--- src/rtl/core/jdlp_pkg.sv ---
package jdlp_pkg;

  // Register file
  localparam int unsigned CFG_W           = 16;
  localparam int unsigned APB_DATA_W      = 32;
  localparam int unsigned APB_ADDR_W      = 3;
  localparam logic [0:0]  REG_DEBOUNCE    = 1'b0;
  localparam logic [0:0]  REG_LONG_PRESS  = 1'b1;
  localparam logic [CFG_W-1:0] DEBOUNCE_RST   = 16'd50;
  localparam logic [CFG_W-1:0] LONG_PRESS_RST = 16'd1000;

  // Stream payloads
  localparam int unsigned NUM_DIRS  = 4;
  localparam int unsigned NUM_LINES = 5;
  localparam int unsigned IN_DATA_W  = 8;
  localparam int unsigned OUT_DATA_W = 8;

  typedef struct packed {
    logic [CFG_W-1:0] debounce_ticks;
    logic [CFG_W-1:0] long_press_ticks;
  } cfg_t;

  typedef struct packed {
    logic select_ev;
    logic back_ev;
  } center_ev_t;

endpackage

--- src/rtl/core/jdlp_dir_lane.sv ---
module jdlp_dir_lane
  import jdlp_pkg::*;
#(
  parameter int unsigned COUNT_WIDTH = 16
) (
  input  logic clk,
  input  logic rst_n,
  input  logic step,
  input  logic pressed,
  input  cfg_t cfg,
  output logic press_ev
);

  localparam int unsigned CMP_W = (COUNT_WIDTH > CFG_W) ? COUNT_WIDTH : CFG_W;

  logic                   raw_r,    raw_nxt;
  logic                   stable_r, stable_nxt;
  logic                   edge_r,   edge_nxt;
  logic [COUNT_WIDTH-1:0] cnt_r,    cnt_nxt;
  logic                   settled;
  logic                   edge_mid;

  // Restart the settle count on a raw change, else advance and saturate
  always_comb begin
    raw_nxt = pressed;
    if (pressed != raw_r) begin
      cnt_nxt = '0;
    end else if (cnt_r == {COUNT_WIDTH{1'b1}}) begin
      cnt_nxt = cnt_r;
    end else begin
      cnt_nxt = cnt_r + 1'b1;
    end
    settled = CMP_W'(cnt_nxt) >= CMP_W'(cfg.debounce_ticks);
  end

  // Take the stable level and flag the press edge once
  always_comb begin
    stable_nxt = stable_r;
    edge_mid   = edge_r;
    edge_nxt   = edge_r;
    press_ev   = 1'b0;
    if (settled) begin
      if (stable_r != pressed) begin
        stable_nxt = pressed;
        edge_mid   = 1'b0;
      end
      edge_nxt = edge_mid;
      if (stable_nxt && !edge_mid) begin
        edge_nxt = 1'b1;
        press_ev = 1'b1;
      end
    end
  end

  always_ff @(posedge clk) begin
    if (!rst_n) begin
      raw_r    <= 1'b0;
      stable_r <= 1'b0;
      edge_r   <= 1'b0;
      cnt_r    <= '0;
    end else if (step) begin
      raw_r    <= raw_nxt;
      stable_r <= stable_nxt;
      edge_r   <= edge_nxt;
      cnt_r    <= cnt_nxt;
    end
  end

endmodule

--- src/rtl/core/jdlp_center_lane.sv ---
module jdlp_center_lane
  import jdlp_pkg::*;
#(
  parameter int unsigned COUNT_WIDTH = 16
) (
  input  logic       clk,
  input  logic       rst_n,
  input  logic       step,
  input  logic       pressed,
  input  cfg_t       cfg,
  output center_ev_t ev
);

  localparam int unsigned CMP_W = (COUNT_WIDTH > CFG_W) ? COUNT_WIDTH : CFG_W;

  logic                   raw_r,    raw_nxt;
  logic                   stable_r, stable_nxt;
  logic                   fired_r,  fired_nxt;
  logic [COUNT_WIDTH-1:0] cnt_r,    cnt_nxt;
  logic [COUNT_WIDTH-1:0] hold_r,   hold_nxt;
  logic [COUNT_WIDTH-1:0] hold_inc;
  logic                   settled;

  // Settle counter, as in the direction lanes
  always_comb begin
    raw_nxt = pressed;
    if (pressed != raw_r) begin
      cnt_nxt = '0;
    end else if (cnt_r == {COUNT_WIDTH{1'b1}}) begin
      cnt_nxt = cnt_r;
    end else begin
      cnt_nxt = cnt_r + 1'b1;
    end
    settled = CMP_W'(cnt_nxt) >= CMP_W'(cfg.debounce_ticks);
  end

  // Advance hold time while stably pressed, also on unsettled ticks
  always_comb begin
    hold_inc = hold_r;
    if (stable_r && (hold_r != {COUNT_WIDTH{1'b1}})) begin
      hold_inc = hold_r + 1'b1;
    end
  end

  // Release before long press gives select; long hold gives back once
  always_comb begin
    stable_nxt   = stable_r;
    fired_nxt    = fired_r;
    hold_nxt     = hold_inc;
    ev.select_ev = 1'b0;
    ev.back_ev   = 1'b0;
    if (settled) begin
      if (pressed != stable_r) begin
        ev.select_ev = !pressed && !fired_r;
        stable_nxt   = pressed;
        fired_nxt    = 1'b0;
        if (pressed) begin
          hold_nxt = '0;
        end
      end
      if (stable_nxt && !fired_nxt &&
          (CMP_W'(hold_nxt) >= CMP_W'(cfg.long_press_ticks))) begin
        fired_nxt  = 1'b1;
        ev.back_ev = 1'b1;
      end
    end
  end

  always_ff @(posedge clk) begin
    if (!rst_n) begin
      raw_r    <= 1'b0;
      stable_r <= 1'b0;
      fired_r  <= 1'b0;
      cnt_r    <= '0;
      hold_r   <= '0;
    end else if (step) begin
      raw_r    <= raw_nxt;
      stable_r <= stable_nxt;
      fired_r  <= fired_nxt;
      cnt_r    <= cnt_nxt;
      hold_r   <= hold_nxt;
    end
  end

endmodule

--- src/rtl/core/jdlp_merge.sv ---
module jdlp_merge
  import jdlp_pkg::*;
(
  input  logic                  clk,
  input  logic                  rst_n,
  input  logic                  step,
  input  logic [NUM_DIRS-1:0]   dir_ev,
  input  center_ev_t            center_ev,
  input  logic [NUM_LINES-1:0]  pressed,
  input  logic                  out_tready,
  output logic                  out_tvalid,
  output logic [OUT_DATA_W-1:0] out_tdata
);

  logic                  valid_r, valid_nxt;
  logic [OUT_DATA_W-1:0] data_r;
  logic [OUT_DATA_W-1:0] data_nxt;

  // Pack the lane events and the raw any-pressed flag into one item
  always_comb begin
    data_nxt = {1'b0, |pressed, center_ev.back_ev, center_ev.select_ev, dir_ev};
  end

  // Load a new item on step, drop the held one once taken
  always_comb begin
    valid_nxt = valid_r;
    if (step) begin
      valid_nxt = 1'b1;
    end else if (out_tready) begin
      valid_nxt = 1'b0;
    end
  end

  always_ff @(posedge clk) begin
    if (!rst_n) begin
      valid_r <= 1'b0;
    end else begin
      valid_r <= valid_nxt;
    end
  end

  always_ff @(posedge clk) begin
    if (step) begin
      data_r <= data_nxt;
    end
  end

  assign out_tvalid = valid_r;
  assign out_tdata  = data_r;

endmodule

--- src/rtl/core/joystick_debounce_long_press_core.sv ---
// Channel  Direction  Handshake               Payload
// in_      slave      in_tvalid / in_tready   in_tdata: one tick of five line levels
// out_     master     out_tvalid / out_tready out_tdata: events and any_pressed
// cfg_     APB slave  psel, penable, pready   debounce_ticks @0x0, long_press_ticks @0x4
//
// One item per cycle unless the output stalls: all five lanes update in the cycle
// the item is accepted. The output register presents the result in the next cycle.
// in_tready is high whenever the output register is empty or being taken.
// Synchronous active-low reset clears all lane state; registers return to 50 / 1000.
module joystick_debounce_long_press_core
  import jdlp_pkg::*;
#(
  parameter int unsigned COUNT_WIDTH = 16
) (
  input  logic                  clk,
  input  logic                  rst_n,
  input  logic                  in_tvalid,
  output logic                  in_tready,
  // [0] up_n, [1] down_n, [2] left_n, [3] right_n, [4] center_n
  input  logic [IN_DATA_W-1:0]  in_tdata,
  output logic                  out_tvalid,
  input  logic                  out_tready,
  // [0] up_event, [1] down_event, [2] left_event, [3] right_event,
  // [4] select_event, [5] back_event, [6] any_pressed
  output logic [OUT_DATA_W-1:0] out_tdata,
  input  logic                  cfg_psel,
  input  logic                  cfg_penable,
  input  logic                  cfg_pwrite,
  input  logic [APB_ADDR_W-1:0] cfg_paddr,
  input  logic [APB_DATA_W-1:0] cfg_pwdata,
  output logic [APB_DATA_W-1:0] cfg_prdata,
  output logic                  cfg_pready
);

  cfg_t                 cfg_r;
  logic                 step;
  logic [NUM_LINES-1:0] pressed;
  logic [NUM_DIRS-1:0]  dir_ev;
  center_ev_t           center_ev;
  logic                 cfg_wr;

  // Register writes
  assign cfg_pready = 1'b1;
  assign cfg_wr     = cfg_psel && cfg_penable && cfg_pwrite && cfg_pready;

  always_ff @(posedge clk) begin
    if (!rst_n) begin
      cfg_r.debounce_ticks   <= DEBOUNCE_RST;
      cfg_r.long_press_ticks <= LONG_PRESS_RST;
    end else if (cfg_wr) begin
      case (cfg_paddr[2])
        REG_DEBOUNCE:   cfg_r.debounce_ticks   <= cfg_pwdata[CFG_W-1:0];
        REG_LONG_PRESS: cfg_r.long_press_ticks <= cfg_pwdata[CFG_W-1:0];
        default: ;
      endcase
    end
  end

  // Register reads
  always_comb begin
    case (cfg_paddr[2])
      REG_DEBOUNCE:   cfg_prdata = APB_DATA_W'(cfg_r.debounce_ticks);
      REG_LONG_PRESS: cfg_prdata = APB_DATA_W'(cfg_r.long_press_ticks);
      default:        cfg_prdata = '0;
    endcase
  end

  // Accept a tick whenever the output slot is free or draining
  assign in_tready = !out_tvalid || out_tready;
  assign step      = in_tvalid && in_tready;
  assign pressed   = ~in_tdata[NUM_LINES-1:0];

  // Direction lanes
  for (genvar g = 0; g < NUM_DIRS; g++) begin : g_dir
    jdlp_dir_lane #(
      .COUNT_WIDTH(COUNT_WIDTH)
    ) u_lane (
      .clk      (clk),
      .rst_n    (rst_n),
      .step     (step),
      .pressed  (pressed[g]),
      .cfg      (cfg_r),
      .press_ev (dir_ev[g])
    );
  end

  // Center lane
  jdlp_center_lane #(
    .COUNT_WIDTH(COUNT_WIDTH)
  ) u_center (
    .clk     (clk),
    .rst_n   (rst_n),
    .step    (step),
    .pressed (pressed[NUM_LINES-1]),
    .cfg     (cfg_r),
    .ev      (center_ev)
  );

  // Merge lane results into the output register
  jdlp_merge u_merge (
    .clk        (clk),
    .rst_n      (rst_n),
    .step       (step),
    .dir_ev     (dir_ev),
    .center_ev  (center_ev),
    .pressed    (pressed),
    .out_tready (out_tready),
    .out_tvalid (out_tvalid),
    .out_tdata  (out_tdata)
  );

  // Select and back never come from the same tick
  a_sel_back_excl: assert property (@(posedge clk) disable iff (!rst_n)
    out_tvalid |-> !(out_tdata[4] && out_tdata[5]))
    else $error("select and back in one item");

  // A press or long-press event needs some line held low on that tick
  a_event_pressed: assert property (@(posedge clk) disable iff (!rst_n)
    (out_tvalid && ((|out_tdata[3:0]) || out_tdata[5])) |-> out_tdata[6])
    else $error("press event without any line low");

  // An empty output slot always takes the next tick
  a_ready_empty: assert property (@(posedge clk) disable iff (!rst_n)
    !out_tvalid |-> in_tready)
    else $error("stalled with empty output");

  // An accepted tick is presented in the next cycle
  a_step_valid: assert property (@(posedge clk) disable iff (!rst_n)
    step |=> out_tvalid)
    else $error("accepted tick not presented");

endmodule
--- config.mk ---
export PLATFORM = sky130hd
export DESIGN_NAME = joystick_debounce_long_press_core
export DESIGN_NICKNAME = d
export VERILOG_FILES = /design/src/rtl/core/jdlp_pkg.sv /design/src/rtl/core/jdlp_dir_lane.sv /design/src/rtl/core/jdlp_center_lane.sv /design/src/rtl/core/jdlp_merge.sv /design/src/rtl/core/joystick_debounce_long_press_core.sv
export SDC_FILE = /design/constraint.sdc
export NUM_CORES = 1
export LEC_CHECK = 0
export ABC_AREA = 1
export BUFFER_PORTS_ARGS = -buffer_cell sky130_fd_sc_hd__buf_2
export CAP_MARGIN = 10
export CELL_PAD_IN_SITES_DETAIL_PLACEMENT = 0
export CELL_PAD_IN_SITES_GLOBAL_PLACEMENT = 1
export CORE_UTILIZATION = 40
export DETAILED_ROUTE_END_ITERATION = 10
export PLACE_DENSITY_LB_ADDON = 0.12
export SLEW_MARGIN = 20
export SYNTH_ARGS = -nofsm -noshare
export SYNTH_HDL_FRONTEND = slang
export SYNTH_SLANG_ARGS = --single-unit
--- constraint.sdc ---
create_clock -name clk -period 4.2 [get_ports clk]
set_clock_uncertainty 0.15 [all_clocks]
set_input_delay 0.84 -clock clk [delete_from_list [all_inputs] [get_ports clk]]
set_output_delay 0.84 -clock clk [all_outputs]
set_load 0.01 [all_outputs]
# Word level (Yosys, flattened, before mapping)
# Cells that the tools add are included.
# word_totals
register_bits,151
in_bits,50
out_inout_bits,43
elab_cells,139
# classes
add_sub_neg,6
magnitude_cmp,6
n_eq_ne,16
n_mux,48
bitwise_logic,2
n_reduce_logical,30
# ops
operator,count
$mux 16,15
$add 16x1->16 const B,6
$ge 16x16->1,6
$eq 16x16->1 const B,5
$pmux 32 s2,1
$mux 1,32
$ne 16x16->1 const B,1
$reduce_and 2->1,8
$logic_and 1x1->1,11
$ne 1x1->1,10
$logic_not 1->1,8
$not 5->5,1
$reduce_or 5->1,1
$reduce_bool 2->1,1
$logic_or 1x1->1,1
$not 1->1,1

# Logic depth before layout (Yosys ltp)
# Gate-level depths: netlist of run 1.
# logic_depth
depth_word,9
depth_mapped,24
depth_no_buf,24

# Modules after synthesis
# Synthesis of run 1 repeated with hierarchy kept, for this count alone.
# hier_totals
hier_cells,1927
hier_area_um2,12336.8
# modules_own_cells
module,instances,cells_per_inst,area_each_um2,seq_area_each_um2
jdlp_center_lane,1,601,3490.8,700.7
jdlp_dir_lane (g_dir[1].u_lane ...),2,259,1716.6,380.4
jdlp_dir_lane (g_dir[3].u_lane),1,264,1731.7,380.4
jdlp_dir_lane (g_dir[0].u_lane),1,263,1719.1,380.4
joystick_debounce_long_press_core,1,263,1681.6,640.6
jdlp_merge,1,18,280.3,230.2

# Worst setup path before layout of run 1
# No wires, ideal clock.
# synth_timing
path_kind,in2reg
start,in in_tdata[4]
end,reg u_merge.data_r[5] (netlist: u_merge.out_tdata[5]) (data pin)
setup_ns,0.251
t_arrival_ns,2.728
t_required_ns,3.799
setup_slack_ns,1.071
path_stages,14
n_path_buf,1
cell_sequence,inv_1 -> ha_1 -> nor2_1 -> clkbuf_1 -> nor2_1 -> ha_1 -> a21oi_1 -> nand2_1 -> nor2_1 -> nand2_1 -> nand3_1 -> nand2_1 -> nand2_1 -> nor2_1
# synth_between
elab_chain_cells,8
word_cells_on_any_way,17
classes_between,order compare (2); eq/ne (2); mux (9); bitwise (1); reduce/logical (3)
# synth_lines
element,line,source
"start, declared",joystick_debounce_long_press_core.sv:20,"input logic [IN_DATA_W-1:0] in_tdata,"
$not 5->5 (*),joystick_debounce_long_press_core.sv:71,assign pressed = ~in_tdata[NUM_LINES-1:0];
branches (longest 7 deep; another with $ge 16x16->1),-,
"end signal, assigned",jdlp_merge.sv:44,data_r <= data_nxt;
"end, declared",jdlp_merge.sv:16,logic [OUT_DATA_W-1:0] data_r;
# Mark *: on every way between the ends. The select of a mux whose other input is x is not followed.
# A chain may end at the register's enable or synchronous reset.

# Worst setup path in the final report of run 1
# layout_timing
start,reg u_center.cnt_r[0]
end,reg u_center.hold_r[4]
# layout_between
elab_chain_cells,5
word_cells_on_any_way,6
classes_between,add/sub (1); order compare (1); eq/ne (1); mux (3)
# layout_lines
element,line,source
"start, declared",jdlp_center_lane.sv:19,"logic [COUNT_WIDTH-1:0] cnt_r, cnt_nxt;"
"start signal, assigned",jdlp_center_lane.sv:80,cnt_r <= cnt_nxt;
$add 16x1->16 / $eq 16x16->1 (equally long branches),"jdlp_center_lane.sv:32, jdlp_center_lane.sv:29",
$mux 16 (*),jdlp_center_lane.sv:29,end else if (cnt_r == {COUNT_WIDTH{1'b1}}) begin
$mux 16 (*),jdlp_center_lane.sv:27,if (pressed != raw_r) begin
named net u_center.cnt_nxt[1],jdlp_center_lane.sv:19,
$ge 16x16->1 (*),jdlp_center_lane.sv:34,settled = CMP_W'(cnt_nxt) >= CMP_W'(cfg.debounce_ticks);
$mux 16 (*),jdlp_center_lane.sv:52,if (settled) begin
"end signal, assigned",jdlp_center_lane.sv:81,hold_r <= hold_nxt;
"end, declared",jdlp_center_lane.sv:20,"logic [COUNT_WIDTH-1:0] hold_r, hold_nxt;"
# Mark *: on every way through the listed nets, which the timed path passes. The rest lies on a longest branch.

==> results by group, run 1 <==
Die
  – Die ar.: 28980 µm²
  – Io pins: 93
  – # rows: 61
  – Die W: 170.2 µm
  – CORE AREA: 27780 µm²
  – Starting density of the core: 40.75%
  – Die height: 170.2 µm

Pwr
  – Clock power frac: 39.2%
  – Int Pwr: 0.002843 W
  – Switching Share: 31.50%
  – Combinational power share: 21.2%
  – NetSw: 0.001307 W
  – Max IR drop VDD: 0.1924 mV
  – Power density cells: 333.7 nW/µm²
  – Pleak: 6.245 nW
  – Sequential Power Share: 39.6%
  – Power Total: 0.004150 W

Yosys
  – Gate Count Post-Synth: 1728
  – Synth area leaders: dfxtp_1 (25%), ha_1 (12%), nand2_1 (12%)
  – Avg Inst Size Synth: 6.552 µm²
  – Sequential area share after synthesis: 27.32%
  – YS warnings: 0
  – Netlist cell types: 42
  – Share of the synthesized area in the top cell type: 25.46%
  – #FFs+latches synth: 151
  – Synth area leader: dfxtp_1
  – Post-Synthesis Cell Area: 11320 µm²

STA
  – FMAX: 267.1 MHz
  – Slew margin rel.: 30.59%
  – Final hold slack: 317.4 ps
  – Period minus WS final: 3744 ps
  – Unrepaired setup endpoints after global routing: no
  – Period utilization: 89.14%
  – Final setup fails: 0
  – Setup Total Neg Slack: 0 ps
  – Slew Limit Fails: 0
  – Final hold viol count: 0
  – Worst-Margin Slew: 1040 ps

Detailed routing
  – Post-route ant nets: 0
  – Routed vias/inst: 4.933
  – Wire per inst: 14.19 µm
  – Pre-Repair DR Iteration Count: 5
  – Vias: 10587
  – Starting DRC count in detailed routing: 684
  – Routed WL: 30.46 mm
  – Remaining DRCs: 0

Worst hold path
  – Hold Path Origin: g_dir[3].u_lane.edge_r
  – Hold Crit Depth: 2
  – Hold Path Class: flip-flop to flip-flop

Worst setup path
  – Crit. Startpoint: u_center.cnt_r[0]
  – Crit. End Element: flip-flop
  – R2r worst-path depth: 20
  – Crit path launch type: flip-flop
  – Crit path DAT: 3950 ps
  – CP required: 4410 ps
  – CP max FO: 16
  – Setup CP Type: flip-flop to flip-flop
  – R2R Path Start: u_center.cnt_r[0]

Finish
  – Fillers: 2955
  – Most frequent cells in the layout: nand2_1 (363), inv_1 (259), o21ai_0 (186), a21oi_1 (179), dfxtp_1 (144)
  – Final std cells w/o fill: 2146
  – FF+latch area: 3093 µm²
  – P&R area growth vs syn: 9.824%
  – Commonest non-fill, non-tap cell in the layout: nand2_1
  – Final net count: 1916
  – Multi-input logic area: 6894 µm²
  – Post-route cell area: 12430 µm²
  – Share of layout cells above drive strength 1: 8.437%

Clock network
  – CTS hold repair buffers: 0
  – Clk buf depth: 2
  – Skew-Pair Late Insertion Delay: 430 ps
  – Clk Tree Root Cell: clkbuf_16
  – Setup Buffers After CTS: 0
  – CTS resizes: 0
  – CTS sink cnt: 151
  – CTS tree: yes
  – CTS buffer count: 17
  – Clock-pin slew on the worst setup and hold paths: 70 ps
  – H-tree levels: 4

GRT
  – M1 GR Usage: 30.34%
  – Grt peak-use layer: met2
  – Initial antenna violation count: 2
  – Tot GR Track Use: 21.95%
  – First-pass GRT wire length: 50.02 mm
  – Vias in the first global route: 9745
  – Gr ovfl total: 0
  – Grt met3 use: 3.186%
  – M2 GR Usage: 35.64%
  – Largest net degree at the start of global routing: 112

Placed design
  – Dpl cells: 2113
  – Post-Place Cell Area: 11820 µm²
  – Dpl hpwl: 21.67 mm
  – Routability congestion estimate: 0.8213
  – Port bufs: 53

Status
  – Status: finished clean

Flow run
  – Max-Cap Viols: 0
[cells in the mapped netlist, drive strengths merged]
cell type / n
xor2: 35
o21ai: 199
nor3: 25
conb: 2
and3: 3
nor2: 133
o21bai: 8
clkbuf: 40
dfxtp: 144
or2: 8
xnor2: 4
buf: 35
nor4: 4
ha: 112
nand4: 19
edfxtp: 7
nand3: 104
o21a: 4
a21oi: 188
a21boi: 1
o31ai: 1
nand2: 377
nand3b: 9
o211ai: 4
inv: 262
[path summary, 6_finish.rpt]
| path | to | slack (ps) |
|---|---|---|
| max reg2reg | u_center.hold_r[4] | 460 |
| max | u_center.hold_r[4] | 460 |
| min | g_dir[3].u_lane.edge_r | 320 |
| min reg2reg | g_dir[3].u_lane.edge_r | 320 |
[cell families (layout without fill, tap and decap cells)]
| family | Yosys count | in the layout | share of synthesized area (%) |
|---|---|---|---|
| AOI/OAI and AO/OA | 405 | 405 | 18.86 |
| xor gates and xnor gates | 39 | 39 | 3.017 |
| adders and majority gates | 112 | 112 | 12.38 |
| buffers and inverters | 337 | 359 | 12.32 |
| DFF | 151 | 151 | 27.32 |
| other | 2 | 20 | 0.06633 |
| and+or+nand+nor | 682 | 682 | 26.04 |
[through the flow]
stage          setup WS [ps]  util [%]
2_1_floorplan           1071         -
3_3_place_gp           468.4     42.55
3_5_place_dp           405.6     42.55
4_1_cts                401.1     44.73
5_1_grt                37.25     44.76
6_report               456.2     44.76
[power by group through the flow]
stage	Combinational, W	Clock (W)	Sequential [W]
4_1_cts	0.000890	0.00166	0.00164
6_report	0.000881	0.00163	0.00164
3_3_place_gp	0.000869	0	0.00167
5_1_grt	0.00103	0.00172	0.00166
3_5_place_dp	0.000885	0	0.00167
2_1_floorplan	0.000676	0	0.00165
[area by class of cell]
| cell class | instances | area share, % |
|---|---|---|
| diodes | 2 | 0.04025 |
| clock buffers | 24 | 3.874 |
| clock inverters | 7 | 0.9861 |
| inverters | 262 | 7.929 |
| multi-input cells | 1256 | 55.44 |
| flip-flops and latches | 151 | 24.87 |
| well taps | 378 | 3.804 |
| repair buffers | 66 | 3.049 |
[state kept, by name (all words and copies together), names as in the netlist]
name                   cells
g_dir.u_lane.cnt_r        64
cfg_r                     32
u_center.cnt_r            16
u_center.hold_r           16
u_merge.out_tdata          7
g_dir.u_lane.edge_r        4
g_dir.u_lane.raw_r         4
g_dir.u_lane.stable_r      4
u_center.fired_r           1
u_center.raw_r             1
u_center.stable_r          1
u_merge.out_tvalid         1
[critical path, cell delays in order (launching register included)]
cell and delay [ps]:
dfxtp_1 390, ha_1 230, nand3_2 130, nor3_4 220, nand2_2 100, nor2_2 110, nand2_1 260, o211ai_1 310
inv_1 70, ha_1 290, nand2_1 70, nand3_1 70, nand2_1 60, nand2_1 70, nand2_1 70, nand2_1 60
nand2_1 60, nand2_1 140, nand2_1 510, nand2_1 150, a21oi_2 140
[layer usage]
layer,vias to the layer above,part of all wire (%)
met1,4761,51
met2,149,45
met3,17,3.1
li1,5660,-
met4,0,1.3
met5,-,0
(Power assumes the default switching activity.)
==> run 2, diff against run 1 <==
--- a/config.mk
+++ b/config.mk
@@ -6,14 +6,15 @@
 export NUM_CORES = 1
 export LEC_CHECK = 0
 export ABC_AREA = 1
+export ABC_CLOCK_PERIOD_IN_PS = 4200
 export BUFFER_PORTS_ARGS = -buffer_cell sky130_fd_sc_hd__buf_2
 export CAP_MARGIN = 10
 export CELL_PAD_IN_SITES_DETAIL_PLACEMENT = 0
 export CELL_PAD_IN_SITES_GLOBAL_PLACEMENT = 1
-export CORE_UTILIZATION = 40
+export CORE_UTILIZATION = 34
 export DETAILED_ROUTE_END_ITERATION = 10
 export PLACE_DENSITY_LB_ADDON = 0.12
-export SLEW_MARGIN = 20
+export SLEW_MARGIN = 10
 export SYNTH_ARGS = -nofsm -noshare
 export SYNTH_HDL_FRONTEND = slang
 export SYNTH_SLANG_ARGS = --single-unit
==> run 2 against run 1 <==
  * Maximum frequency rose by 7.7%
  * Sequential power barely moved
  * Wire length rose by 3.9%
  * Cell count rose by 3.0%
  * Worst hold slack got worse by 5.2 ps
  * Worst setup slack improved by 270 ps
  * Core utilization fell by 6.4 points
  * Sequential share of layout area fell by 0.13 points
  * Total power fell by 0.46%
  * Register-to-register slack improved by 270 ps
  * Critical path type unchanged
==> results by group, run 2 (same netlist as run 1, synthesis figures left out) <==
Status
  – Status: finished clean

Detailed routing
  – Pre-Repair DR Iteration Count: 5 (unchanged)
  – Post-route ant nets: 0 (unchanged)
  – Routed WL: 31.66 mm (+3.9%)
  – Routed vias/inst: 4.730 (-4.1%)
  – Starting DRC count in detailed routing: 512 (-25%)
  – Vias: 10458 (-1.2%)
  – Remaining DRCs: 0 (unchanged)
  – Wire per inst: 14.32 µm (+0.89%)

Die
  – Starting density of the core: 34.71% (-6.0 points)
  – Die height: 184.5 µm (+8.4%)
  – Die ar.: 34030 µm² (+17%)
  – Io pins: 93 (unchanged)
  – # rows: 66 (+8.2%)
  – Die W: 184.5 µm (+8.4%)
  – CORE AREA: 32620 µm² (+17%)

Worst setup path
  – Setup CP Type: flip-flop to flip-flop
  – CP max FO: 16 (unchanged)
  – Slowest stage delay, CP: 400 ps (-110 ps)
  – CP required: 4410 ps (about the same)
  – Critical Path Most Common Cell: nand2_1
  – CP max-delay cell: dfxtp_1
  – Worst R2R Setup Slack: 720 ps (+270 ps)
  – Worst-path cell chain: ha_1 -> nand3_2 -> nor3_4 -> nand2_2 -> nor2_2 -> nand2_1 -> o211ai_1 -> inv_1 -> ha_1 -> nand2_1 -> nand3_1 -> nand2_1 -> nand2_1 -> nand2_1 -> nand2_1 -> nand2_1 -> nand2_1 -> nand2_1 -> buf_4 -> nand2_1 -> a21oi_2
  – Crit path launch type: flip-flop
  – Crit path DAT: 3690 ps (-260 ps)
  – Crit. End Element: flip-flop

Pwr
  – Power density cells: 330.4 nW/µm² (-0.99%)
  – Pleak: 6.255 nW (+0.17%)
  – Max IR drop VDD: 0.3084 mV (+60%)

Finish
  – Max reg flops: 64 (unchanged)
  – Share of layout cells above drive strength 1: 8.767% (+0.33 points)
  – Final net count: 1917 (+0.052%)
  – Reg with most FFs: g_dir.u_lane.cnt_r
  – Top flop regs: g_dir.u_lane.cnt_r: 64 flops, cfg_r: 32 flops
  – P&R area growth vs syn: 10.41%
  – Fillers: 3531 (+19%)
  – Final std cells w/o fill: 2211 (+3.0%)
  – Commonest non-fill, non-tap cell in the layout: nand2_1
  – Most frequent cells in the layout: nand2_1 (363), inv_1 (259), o21ai_0 (186), a21oi_1 (179), dfxtp_1 (144)

Clock network
  – CTS resizes: 0 (unchanged)
  – CTS buffer count: 17 (unchanged)
  – Clk buf depth: 2 (unchanged)
  – Setup Buffers After CTS: 0 (unchanged)
  – Skew-Pair Late Insertion Delay: 440 ps (about the same)
  – H-tree levels: 4 (unchanged)
  – Clk Tree Root Cell: clkbuf_16
  – CTS hold repair buffers: 0 (unchanged)
  – CTS tree: yes
  – CTS sink cnt: 151 (unchanged)
  – Clock-pin slew on the worst setup and hold paths: 70 ps (about the same)

Worst hold path
  – Hold Path Class: flip-flop to flip-flop

Placed design
  – Routability congestion estimate: 0.8040 (-2.1%)
  – Port bufs: 53 (unchanged)
  – Dpl cells: 2178 (+3.1%)
  – Dpl hpwl: 22.63 mm (+4.5%)

STA
  – Period utilization: 82.74% (-6.4 points)
  – Setup Total Neg Slack: 0 ps (unchanged)
  – Unrepaired setup endpoints after global routing: no
  – Slew margin rel.: 22.67% (-7.9 points)
  – Worst-Margin Slew: 1159 ps (+118.6 ps)
  – Final hold viol count: 0 (unchanged)
  – Period minus WS final: 3475 ps (-268.7 ps)
  – Slew Limit Fails: 0 (unchanged)
  – FMAX: 287.8 MHz (+7.7%)
  – Final setup fails: 0 (unchanged)

GRT
  – Tot GR Track Use: 19.54% (-2.4 points)
  – Largest net degree at the start of global routing: 82 (-27%)
  – Vias in the first global route: 9763 (+0.18%)
  – Initial antenna violation count: 1 (-1)
  – Gr ovfl total: 0 (unchanged)
  – First-pass GRT wire length: 51.46 mm (+2.9%)

Flow run
  – Max-Cap Viols: 0 (unchanged)
==> run 2: cell types whose count changed in the layout (fill, tap and decap cells not counted), sizes merged <==
cell | before | now
inv | 262 | 270
clkinvlp | 2 | 0
clkbuf | 24 | 17
diode | 2 | 1
bufinv | 3 | 2
clkinv | 2 | 5
buf | 66 | 67
==> run 2: worst paths after layout <==
| kind | to | start | cells past startpoint |
|---|---|---|---|
| worst max-delay path | u_center.hold_r[4] | u_center.cnt_r[0] | 21 |
| worst min-delay path | g_dir[2].u_lane.edge_r | g_dir[2].u_lane.edge_r | 2 |
| worst max register to register | u_center.hold_r[4] | u_center.cnt_r[0] | 21 |
| worst min register to register | g_dir[2].u_lane.edge_r | g_dir[2].u_lane.edge_r | 2 |
==> run 2: routing by layer <==
metal	track usage [%]	routed length (µm)	share of wire, %
met1	26.37	16030	51
met2	32.60	14390	45
met3	2.944	993	3.1
met4	4.300	247	0.78
met5	0	0	0
==> run 2: critical path, delay by kind of cell, from the launching register on <==
| family | cells | cell delay [ps] |
|---|---|---|
| AO/OA/AOI/OAI | 2 | 410 |
| AND/OR/NAND/NOR | 15 | 1620 |
| adder cells (fa/ha/maj) | 2 | 510 |
| flip-flops | 1 | 400 |
| buffers and inverters | 2 | 300 |
==> run 2: report_power, final <==
| group | internal (W) | switching, W |
|---|---|---|
| clock | 0.000890 | 0.000715 |
| combinational | 0.000314 | 0.000569 |
| sequential | 0.00154 | 0.0000969 |
| total | 0.00275 | 0.00138 |
==> run 2: cell type report <==
class,instances,area [µm²],share of cell area [%]
Inverter,262,985.9,7.887
Clock buffer,17,425.4,3.403
Clock inverter,15,163.9,1.311
Multi-Input combinational cell,1256,6894,55.15
Timing Repair Buffer,67,382.9,3.063
Tap cell,442,553.0,4.424
Antenna cell,1,2.502,0.02002
Sequential cell,151,3093,24.74
==> run 2: metrics by stage <==
step / util, % / hold slack, ps / total power [W] / setup slack [ps] / instance area, µm²
2_1_floorplan: - / 288.2 / 0.002327 / 1071 / 11380
3_3_place_gp: 36.51 / 303.4 / 0.002555 / 694.6 / 11910
3_5_place_dp: 36.51 / 304.2 / 0.002568 / 680.3 / 11910
4_1_cts: 38.32 / 313.2 / 0.004200 / 671.2 / 12500
5_1_grt: 38.32 / 335.8 / 0.004406 / 278.7 / 12500
6_report: 38.32 / 312.2 / 0.004131 / 724.9 / 12500
==> run 3, diff against run 2 <==
--- a/config.mk
+++ b/config.mk
@@ -6,7 +6,7 @@
 export NUM_CORES = 1
 export LEC_CHECK = 0
 export ABC_AREA = 1
-export ABC_CLOCK_PERIOD_IN_PS = 4200
+export ABC_CLOCK_PERIOD_IN_PS = 3400
 export BUFFER_PORTS_ARGS = -buffer_cell sky130_fd_sc_hd__buf_2
 export CAP_MARGIN = 10
 export CELL_PAD_IN_SITES_DETAIL_PLACEMENT = 0
==> constraint.sdc (replaced) <==
create_clock -name clk -period 3.4 [get_ports clk]
set_clock_uncertainty 0.15 [all_clocks]
set_input_delay 0.68 -clock clk [delete_from_list [all_inputs] [get_ports clk]]
set_output_delay 0.68 -clock clk [all_outputs]
set_load 0.01 [all_outputs]
==> run 3 against run 2 <==
  * First-iteration DRC count is 18% lower
  * Worst hold slack worse by 10 ps
  * Sequential cell count stayed put
  * Largest cell class unchanged
  * Highest routed layer unchanged
==> results by group, run 3 (same netlist as run 1, synthesis figures left out) <==
Status
  – Status: finished clean

Worst setup path
  – Crit. Startpoint: u_center.cnt_r[0]
  – CP max FO: 8 (-8)
  – CP required: 3630 ps (-780 ps)
  – Crit path capture: u_center.hold_r[4]
  – Crit path DAT: 3400 ps (-290 ps)
  – R2R Path Start: u_center.cnt_r[0]
  – Setup CP Type: flip-flop to flip-flop
  – Worst R2R Setup Slack: 240 ps (-490 ps)
  – Worst R2R End: u_center.hold_r[4]
  – R2r worst-path depth: 18 (-14%)
  – Crit path launch type: flip-flop
  – Crit. End Element: flip-flop

Die
  – Die ar.: 34030 µm² (unchanged)
  – CORE AREA: 32620 µm² (unchanged)
  – Die height: 184.5 µm (unchanged)
  – # rows: 66 (unchanged)
  – Io pins: 93 (unchanged)
  – Die W: 184.5 µm (unchanged)
  – Starting density of the core: 34.71% (unchanged)

Finish
  – Most frequent cells in the layout: nand2_1 (360), inv_1 (258), o21ai_0 (185), a21oi_1 (179), dfxtp_1 (140)
  – Commonest non-fill, non-tap cell in the layout: nand2_1
  – Share of layout cells above drive strength 1: 10.94% (+2.2 points)
  – Final net count: 1950 (+1.7%)
  – P&R area growth vs syn: 13.86%
  – Top flop regs: g_dir.u_lane.cnt_r: 64 flops, cfg_r: 32 flops
  – Max reg flops: 64 (unchanged)
  – Final Util: 39.52% (+1.2 points)
  – Reg with most FFs: g_dir.u_lane.cnt_r

STA
  – Setup ws final: 235.1 ps (-489.8 ps)
  – Slew margin rel.: 57.63% (+35 points)
  – Period minus WS final: 3165 ps (-310.2 ps)
  – Period utilization: 93.09% (+10 points)
  – Final setup fails: 0 (unchanged)
  – FMAX: 316.0 MHz (+9.8%)
  – Slew Limit Fails: 0 (unchanged)
  – Worst-Margin Slew: 634.8 ps (-523.9 ps)
  – Final hold viol count: 0 (unchanged)

Clock network
  – CTS tree: yes
  – CTS buffer count: 17 (unchanged)
  – CTS sink cnt: 151 (unchanged)
  – H-tree levels: 4 (unchanged)
  – Clk buf depth: 2 (unchanged)
  – Clk Tree Root Cell: clkbuf_16
  – CTS hold repair buffers: 0 (unchanged)
  – Skew-Pair Late Insertion Delay: 450 ps (about the same)
  – Clock-pin slew on the worst setup and hold paths: 70 ps (about the same)

Detailed routing
  – Wire per inst: 14.60 µm (+1.9%)
  – Remaining DRCs: 0 (unchanged)
  – Routed vias/inst: 4.756 (+0.55%)
  – Vias: 10672 (+2.0%)
  – Pre-Repair DR Iteration Count: 5 (unchanged)
  – Post-route ant nets: 0 (unchanged)
  – Starting DRC count in detailed routing: 419 (-18%)
  – Routed WL: 32.76 mm (+3.5%)

Pwr
  – Max IR drop VDD: 0.3801 mV (+23%)
  – Power Total: 0.005145 W (+25%)
  – Power density cells: 399.1 nW/µm² (+21%)
  – Pleak: 6.481 nW (+3.6%)

GRT
  – Gr ovfl total: 0 (unchanged)
  – Initial antenna violation count: 1 (unchanged)
  – Largest net degree at the start of global routing: 90 (+9.8%)
  – Tot GR Track Use: 20.15% (+0.61 points)
  – First-pass GRT wire length: 53.19 mm (+3.4%)
  – Vias in the first global route: 10224 (+4.7%)

Placed design
  – Port bufs: 53 (unchanged)
  – Routability congestion estimate: 0.7987 (-0.66%)
  – Dpl hpwl: 23.44 mm (+3.6%)
  – Pre-CTS setup slack: 68.85 ps (-611.4 ps)

Worst hold path
  – Hold Crit Depth: 2 (unchanged)
  – Hold Path Class: input port to flip-flop

Flow run
  – Max-Cap Viols: 0 (unchanged)
-- run 3: cell types whose count changed in the layout (fill, tap and decap cells not counted), sizes merged --
| cell | change |
|---|---|
| buf | +32 |
| bufinv | -1 |
| clkbuf | +5 |
| clkinvlp | +1 |
| inv | -4 |
-- run 3: area by class of cell --
class / instances / area [µm²]
inverter: 262 / 985.9
tap: 442 / 553.0
fill: 3568 / 19730
timing repair buffer: 100 / 710.7
clock buffer: 21 / 481.7
clock inverter: 11 / 112.6
antenna: 1 / 2.502
multi-input combinational: 1256 / 6942
sequential: 151 / 3103
-- run 3: through the flow --
step / setup TNS [ps] / area [µm²] / hold slack, ps / std cells
2_1_floorplan: 0 / 11380 / 288.2 / 1744
3_3_place_gp: 0 / 12180 / 301.6 / 2208
3_5_place_dp: 0 / 12180 / 308.0 / 2208
4_1_cts: 0 / 12780 / 286.8 / 2240
5_1_grt: -43.62 / 12890 / 286.6 / 2244
6_report: 0 / 12890 / 301.9 / 2244
-- run 3: timing repair --
item	in CTS	in global routing
resized for setup	0	22
endpoints found under the setup margin	0	28
setup buffers	0	2
-- run 3: worst min-delay path by stage --
stage	startpoint	to	slack, ps
floorplan	g_dir[1].u_lane.edge_r	g_dir[1].u_lane.edge_r	290
global placement	g_dir[3].u_lane.edge_r	g_dir[3].u_lane.edge_r	300
detailed placement	g_dir[2].u_lane.edge_r	g_dir[2].u_lane.edge_r	310
CTS	in_tdata[1]	g_dir[1].u_lane.raw_r	290
global route	in_tdata[1]	g_dir[1].u_lane.raw_r	290
finish	in_tdata[1]	g_dir[1].u_lane.raw_r	300
-- run 3: metal layers --
layer  GRT usage, %  wire (µm)
met5              0          0
met3          3.023        806
met4          5.633        465
met1          26.88      16580
met2          33.46      14910
-- run 3: power breakdown --
group          switching (W)  internal, W
sequential          0.000108      0.00191
combinational       0.000739     0.000428
clock               0.000858      0.00110
total                0.00170      0.00344
-- run 3: worst max-delay path, cell delays in order (launching register included) --
cell and delay [ps]:
dfxtp_4 380, ha_4 150, nand3_2 110, nor3_4 220, buf_4 160, nand3_1 110
nor2_2 280, o21ai_0 200, inv_1 100, ha_1 240, a21oi_1 140, o21a_1 130
nand2_1 60, nand2_1 80, nand2_2 130, nand2_4 140, clkbuf_16 170, nand2_1 60
a21oi_2 110
